$ cat config.mk
export PLATFORM = sky130hd
export DESIGN_NAME = lac_rsp_fifo
export DESIGN_NICKNAME = d
export VERILOG_FILES = /design/src/sv/lac_pkg.sv /design/src/sv/lac_rsp_fifo.sv
export SDC_FILE = /design/constraint.sdc
export NUM_CORES = 2
export LEC_CHECK = 0
export ABC_CLOCK_PERIOD_IN_PS = 8800
export BUFFER_PORTS_ARGS = -buffer_cell sky130_fd_sc_hd__buf_2
export CAP_MARGIN = 20
export CELL_PAD_IN_SITES_DETAIL_PLACEMENT = 1
export CELL_PAD_IN_SITES_GLOBAL_PLACEMENT = 2
export CORE_AREA = 3 3 616 434
export DETAILED_ROUTE_END_ITERATION = 6
export DIE_AREA = 0 0 619 437
export GPL_TIMING_DRIVEN = 0
export PLACE_DENSITY_LB_ADDON = 0.1
export SYNTH_ARGS = -nofsm -noshare
export SYNTH_HDL_FRONTEND = slang
export SYNTH_SLANG_ARGS = --single-unit
$ cat constraint.sdc
create_clock -name clock -period 8.8 [get_ports clock]
set_input_delay 0 -clock clock [delete_from_list [all_inputs] [get_ports clock]]
set_output_delay 0 -clock clock [all_outputs]
set_load 0.02 [all_outputs]
$ cat src/sv/lac_pkg.sv
`timescale 1ns / 1ps
// ----------------------------------------------------------------------------
// lac_pkg - shared types and constants of the lagged autocorrelation unit
// sizes of the point and lag space, beat layouts and the records that move
// along the row of lag cells
// ----------------------------------------------------------------------------
package lac_pkg;

   localparam int MAX_POINTS = 4096;
   localparam int MAX_LAGS   = 16;

   // fixed field widths
   localparam int POINT_W  = 12;
   localparam int SAMPLE_W = 16;
   localparam int SEL_W    = 4;
   localparam int ACC_W    = 48;
   localparam int TOT_W    = 56;
   localparam int PROD_W   = 2 * SAMPLE_W;
   localparam int DELTA_W  = PROD_W;

   // derived sizes
   localparam int PT_AW  = (MAX_POINTS > 1) ? $clog2(MAX_POINTS) : 1;
   localparam int LAG_AW = (MAX_LAGS > 1) ? $clog2(MAX_LAGS) : 1;
   localparam int CNT_W  = $clog2(MAX_LAGS + 1);

   // response queue
   localparam int RSP_DEPTH = 32;
   localparam int RSP_AW    = $clog2(RSP_DEPTH);
   localparam int CRED_W    = $clog2(RSP_DEPTH + 1);

   // request kinds
   localparam logic REQ_SAMPLE = 1'b0;
   localparam logic REQ_READ   = 1'b1;

   localparam logic [ACC_W-1:0] ACC_MAX_V = {1'b0, {(ACC_W - 1){1'b1}}};
   localparam logic [ACC_W-1:0] ACC_MIN_V = {1'b1, {(ACC_W - 1){1'b0}}};
   localparam logic [TOT_W-1:0] TOT_MAX_V = {1'b0, {(TOT_W - 1){1'b1}}};
   localparam logic [TOT_W-1:0] TOT_MIN_V = {1'b1, {(TOT_W - 1){1'b0}}};

   // one input beat, unpacked from the stream
   typedef struct packed {
      logic                       is_read;
      logic [POINT_W-1:0]         point;
      logic signed [SAMPLE_W-1:0] sample;
      logic [SEL_W-1:0]           sel;
   } req_beat_type;

   // window state seen by the history front end
   typedef struct packed {
      logic [LAG_AW-1:0] pos;
      logic [CNT_W-1:0]  lags;
      logic [CNT_W-1:0]  frames;
      logic              pt_ok;
   } ring_type;

   // record handed from cell to cell, entry 0 belongs to the receiving cell
   typedef struct packed {
      logic                               valid;
      logic                               is_read;
      logic [PT_AW-1:0]                   point;
      logic signed [SAMPLE_W-1:0]         sample;
      logic [MAX_LAGS-1:0][SAMPLE_W-1:0]  hist;
      logic [MAX_LAGS-1:0]                lag_en;
      logic [MAX_LAGS-1:0]                rd_hit;
   } item_type;

   // result payload, corr_value in the low bits
   typedef struct packed {
      logic [TOT_W-1:0] total;
      logic [ACC_W-1:0] corr;
   } rsp_data_type;

   typedef struct packed {
      logic         valid;
      rsp_data_type data;
   } res_type;

   // accumulator clearing sweep
   typedef struct packed {
      logic             active;
      logic [PT_AW-1:0] addr;
   } clear_type;

endpackage

$ cat src/sv/lac_rsp_fifo.sv
`timescale 1ns / 1ps
// ----------------------------------------------------------------------------
// lac_rsp_fifo - response queue
// holds finished read results until the result channel takes them; the head
// entry sits in an output register, the rest in a small memory
// ----------------------------------------------------------------------------
module lac_rsp_fifo import lac_pkg::*; (
   input  logic         clock,
   input  logic         reset,
   input  logic         push,
   input  rsp_data_type push_data,
   input  logic         pop,
   output logic         out_valid,
   output rsp_data_type out_data
);

   rsp_data_type      mem [RSP_DEPTH];
   logic [RSP_AW-1:0] wr_ptr_ff, wr_ptr_in;
   logic [RSP_AW-1:0] rd_ptr_ff, rd_ptr_in;
   logic [RSP_AW:0]   count_ff, count_in;
   logic              head_valid_ff, head_valid_in;
   rsp_data_type      head_ff;
   logic              load;
   logic              mem_pop;
   logic              mem_push;

   // head register refills from the memory, or straight from push when empty
   always_comb begin
      load          = !head_valid_ff || pop;
      mem_pop       = load && (count_ff != '0);
      mem_push      = push && !(load && (count_ff == '0));
      head_valid_in = load ? ((count_ff != '0) || push) : head_valid_ff;
      wr_ptr_in     = mem_push ? wr_ptr_ff + RSP_AW'(1) : wr_ptr_ff;
      rd_ptr_in     = mem_pop ? rd_ptr_ff + RSP_AW'(1) : rd_ptr_ff;
      count_in      = count_ff + (RSP_AW + 1)'(mem_push) - (RSP_AW + 1)'(mem_pop);
   end

   always_ff @(posedge clock) begin
      if (mem_push) begin
         mem[wr_ptr_ff] <= push_data;
      end
      if (mem_pop) begin
         head_ff <= mem[rd_ptr_ff];
      end else if (load && push) begin
         head_ff <= push_data;
      end
   end

   always_ff @(posedge clock) begin
      if (reset) begin
         wr_ptr_ff     <= '0;
         rd_ptr_ff     <= '0;
         count_ff      <= '0;
         head_valid_ff <= 1'b0;
      end else begin
         wr_ptr_ff     <= wr_ptr_in;
         rd_ptr_ff     <= rd_ptr_in;
         count_ff      <= count_in;
         head_valid_ff <= head_valid_in;
      end
   end

   assign out_valid = head_valid_ff;
   assign out_data  = head_ff;

endmodule

==> summary.txt <==
Tcrit/Tclk final = 0.5706
maximum vdd ir drop = 216.7 µV
ANT nets after route = 0
fin util = 0.5821
Synth Area in Adders = 0.001396
top achievable clock speed = 0.1992 GHz
Max Transition Viols Final = 0
First DRT Iteration DRCs = 9848
vias per cell = 6.489
Final nets = 6746
Die X-Extent = 619 µm
max_slew headroom = 0.2008
post-synthesis compound-gate area fraction = 0.03358
Cell Rows = 157
Cells after Synth = 5755
sequential share of the synthesized area = 0.7910
initial antenna violation count = 23
post-synth top area share = 0.7876
CTS tree = yes
most common cell after layout, fill and taps aside = edfxtp_1
Pleak = 47.11 nW
#FFs+latches synth = 3454
Final setup viols = 0
DRT Wirelength = 386500 µm
Syn Area/Cell = 22.74 µm²
DR pass1 iterations = 6
Min-Delay Path Class = input port to flop
clk_lat worst skew = 0.89 ns
dpl cell area = 140800 µm²
Worst Setup Start Kind = flop
die area = 270500 µm²
vias in the first global route = 68.53k
most frequent cells in the layout = edfxtp_1, mux4_2, clkbuf_16, buf_2, clkbuf_1
WP buf/inv = 6
setup repair bufs after CTS = 0
Synth area leaders = edfxtp_1, mux4_2, mux2i_1
area leader, netlist = edfxtp_1
Die Y-Extent = 437 µm
Setup TNS = 0 ns
Synth Warn # = 0
root buffer cell = clkbuf_16
critical path class = flop to flop
Area Growth Syn to Fin = 16.41%
critical path fanouts, max = 10
data arrival time of the critical path = 5.79 ns
CP peak stage delay = 0.64 ns
clk_skew = 0.03628 ns
final instance area = 152300 µm²
Longest Clk Path Bufs = 4
layout cells sized above 1 = 0.2709
drc violations = 0
multiplexer area fraction after synthesis = 0.1481
count of different cell masters after synthesis = 52
delay-heaviest family, CP = buffers and inverters
Crit. End Element = flop
Syn Nets = 5877
routed length per instance = 37.27 µm
Slew @ Worst Pin = 1.199 ns
GRT Residual Overflow = 0
PwrDens = 286.3 nW/µm²
largest family of logic cells by synthesized area = multiplexers
TritonCTS Sinks = 3454
Simple-Gate Fraction of Synth Area = 0.01233
first-pass GRT wire length = 541600 µm
Worst Path Required = 9.57 ns
number of synthesized flops with an enable pin = 3432
slowest CP cell = clkbuf_2
CTS clock-pin slew for the worst setup and hold paths = 0.07 ns
io pins = 213
Initial Utilization = 0.5001
Post-DP HPWL = 259700 µm
status = finished, final reports clean
DR vias = 67.29k
H-tree depth = 5
Port Buf Inserts = 211
top_reg_cell synth = edfxtp_1
RePlAce Congestion = 0.7625
FFs w/ async S/R, synth = 0
gr usage total = 0.2865
cells along the critical path = inv_1 -> ha_1 -> nand4bb_1 -> nand2_1 -> inv_1 -> clkbuf_2 -> buf_1 -> buf_8 -> ha_1 -> inv_1 -> ha_1 -> a21o_1 -> a21oi_1 -> o21bai_1 -> a21oi_1 -> mux2_2
mapped cell area = 130800 µm²
pin count of the biggest net entering global routing = 34
Max-Cap Viols = 0
unrepaired setup endpoints after global routing = no
crit path time final = 5.021 ns
Num CTS Buffers = 332
Fin. Hold Viols = 0
Synth Area in XOR/XNOR = 0.0007363
Placeable Area = 261700 µm²
==> flip-flops by register name, indices dropped and copies added (netlist names), named ones only <==
register and count:
out_valid 1, rd_ptr_ff 5, wr_ptr_ff 5, count_ff 6, mem 3328, out_data 104
==> what timing repair did <==
item | 4_1_cts | 5_1_grt
hold buffers | 110 | 0
gates resized for setup | 0 | 0
hold endpoints to repair | 3459 | 0
==> final timing paths <==
kind                               startpoint      endpoint  slack, ns  cells past startpoint
worst max-delay path              count_ff[3]   count_ff[5]       3.78                     16
worst min-delay path            push_data[51]   mem[20][51]       0.17                      2
worst max register to register    count_ff[3]   count_ff[5]       3.78                     16
worst min register to register   rd_ptr_ff[4]  rd_ptr_ff[4]       0.53                      2
==> area by class of cell <==
cell class                 count  area (µm²)
buffer                       337        1632
antenna                        3       7.507
timing repair buffer         535        6504
inverter                      13       48.80
fill                       21750      109300
sequential                  3454      103500
clock buffer                 413        8894
clock inverter               166        1426
tap                         3498        4377
multi-input combinational   1951       25920
==> synth_stat cells (18+ instances only) <==
cell type,number
edfxtp_1,3432
mux4_2,750
mux2i_1,198
clkbuf_1,146
o22ai_1,145
o221ai_1,120
a22oi_1,101
nand2_1,89
buf_2,88
o21ai_0,71
a21oi_1,59
nor2_1,54
o22a_1,48
buf_1,47
mux2_2,45
nor2b_1,45
buf_4,44
nand3_1,43
o211ai_1,35
nand2b_1,23
dfxtp_1,22
nand4_1,20
a32oi_1,18
==> per-stage QoR <==
| stage | instances | hold WS [ns] | setup WS [ns] | total power [W] |
|---|---|---|---|---|
| finish | 10370 | 0.1687 | 3.779 | 0.04360 |
| global route | 10370 | 0.1668 | 3.588 | 0.04510 |
| CTS | 10360 | 0.09438 | 3.721 | 0.04389 |
| detailed placement | 9675 | 0.3700 | 3.751 | 0.02999 |
| global placement | 9464 | 0.3342 | -5.626 | 0.02975 |
| floorplan | 5755 | 0.09887 | 2.386 | 0.02584 |
==> metal layers <==
layer | up-vias | part of all wire | GRT usage
li1 | 26430 | - | -
met1 | 36870 | 0.43 | 0.4480
met2 | 3397 | 0.45 | 0.4267
met3 | 587 | 0.084 | 0.04157
met4 | 0 | 0.028 | 0.07471
met5 | - | 0 | 0
==> cell families (layout without fill, tap and decap cells) <==
kind of cell / count (synthesis) / in the layout
other cells: 0 / 3
xor+xnor: 11 / 11
compound gates: 619 / 619
buf+inv: 350 / 1464
simple gates: 314 / 314
fa+ha+maj: 14 / 14
mux: 993 / 993
flops: 3454 / 3454
==> power by group <==
part	total [W]	switching (W)	internal [W]
Clock	0.0139	0.00611	0.00784
Sequential	0.0190	0.000196	0.0188
Combinational	0.0107	0.00632	0.00434
Total	0.0436	0.0126	0.0310
(Power assumes the default switching activity.)
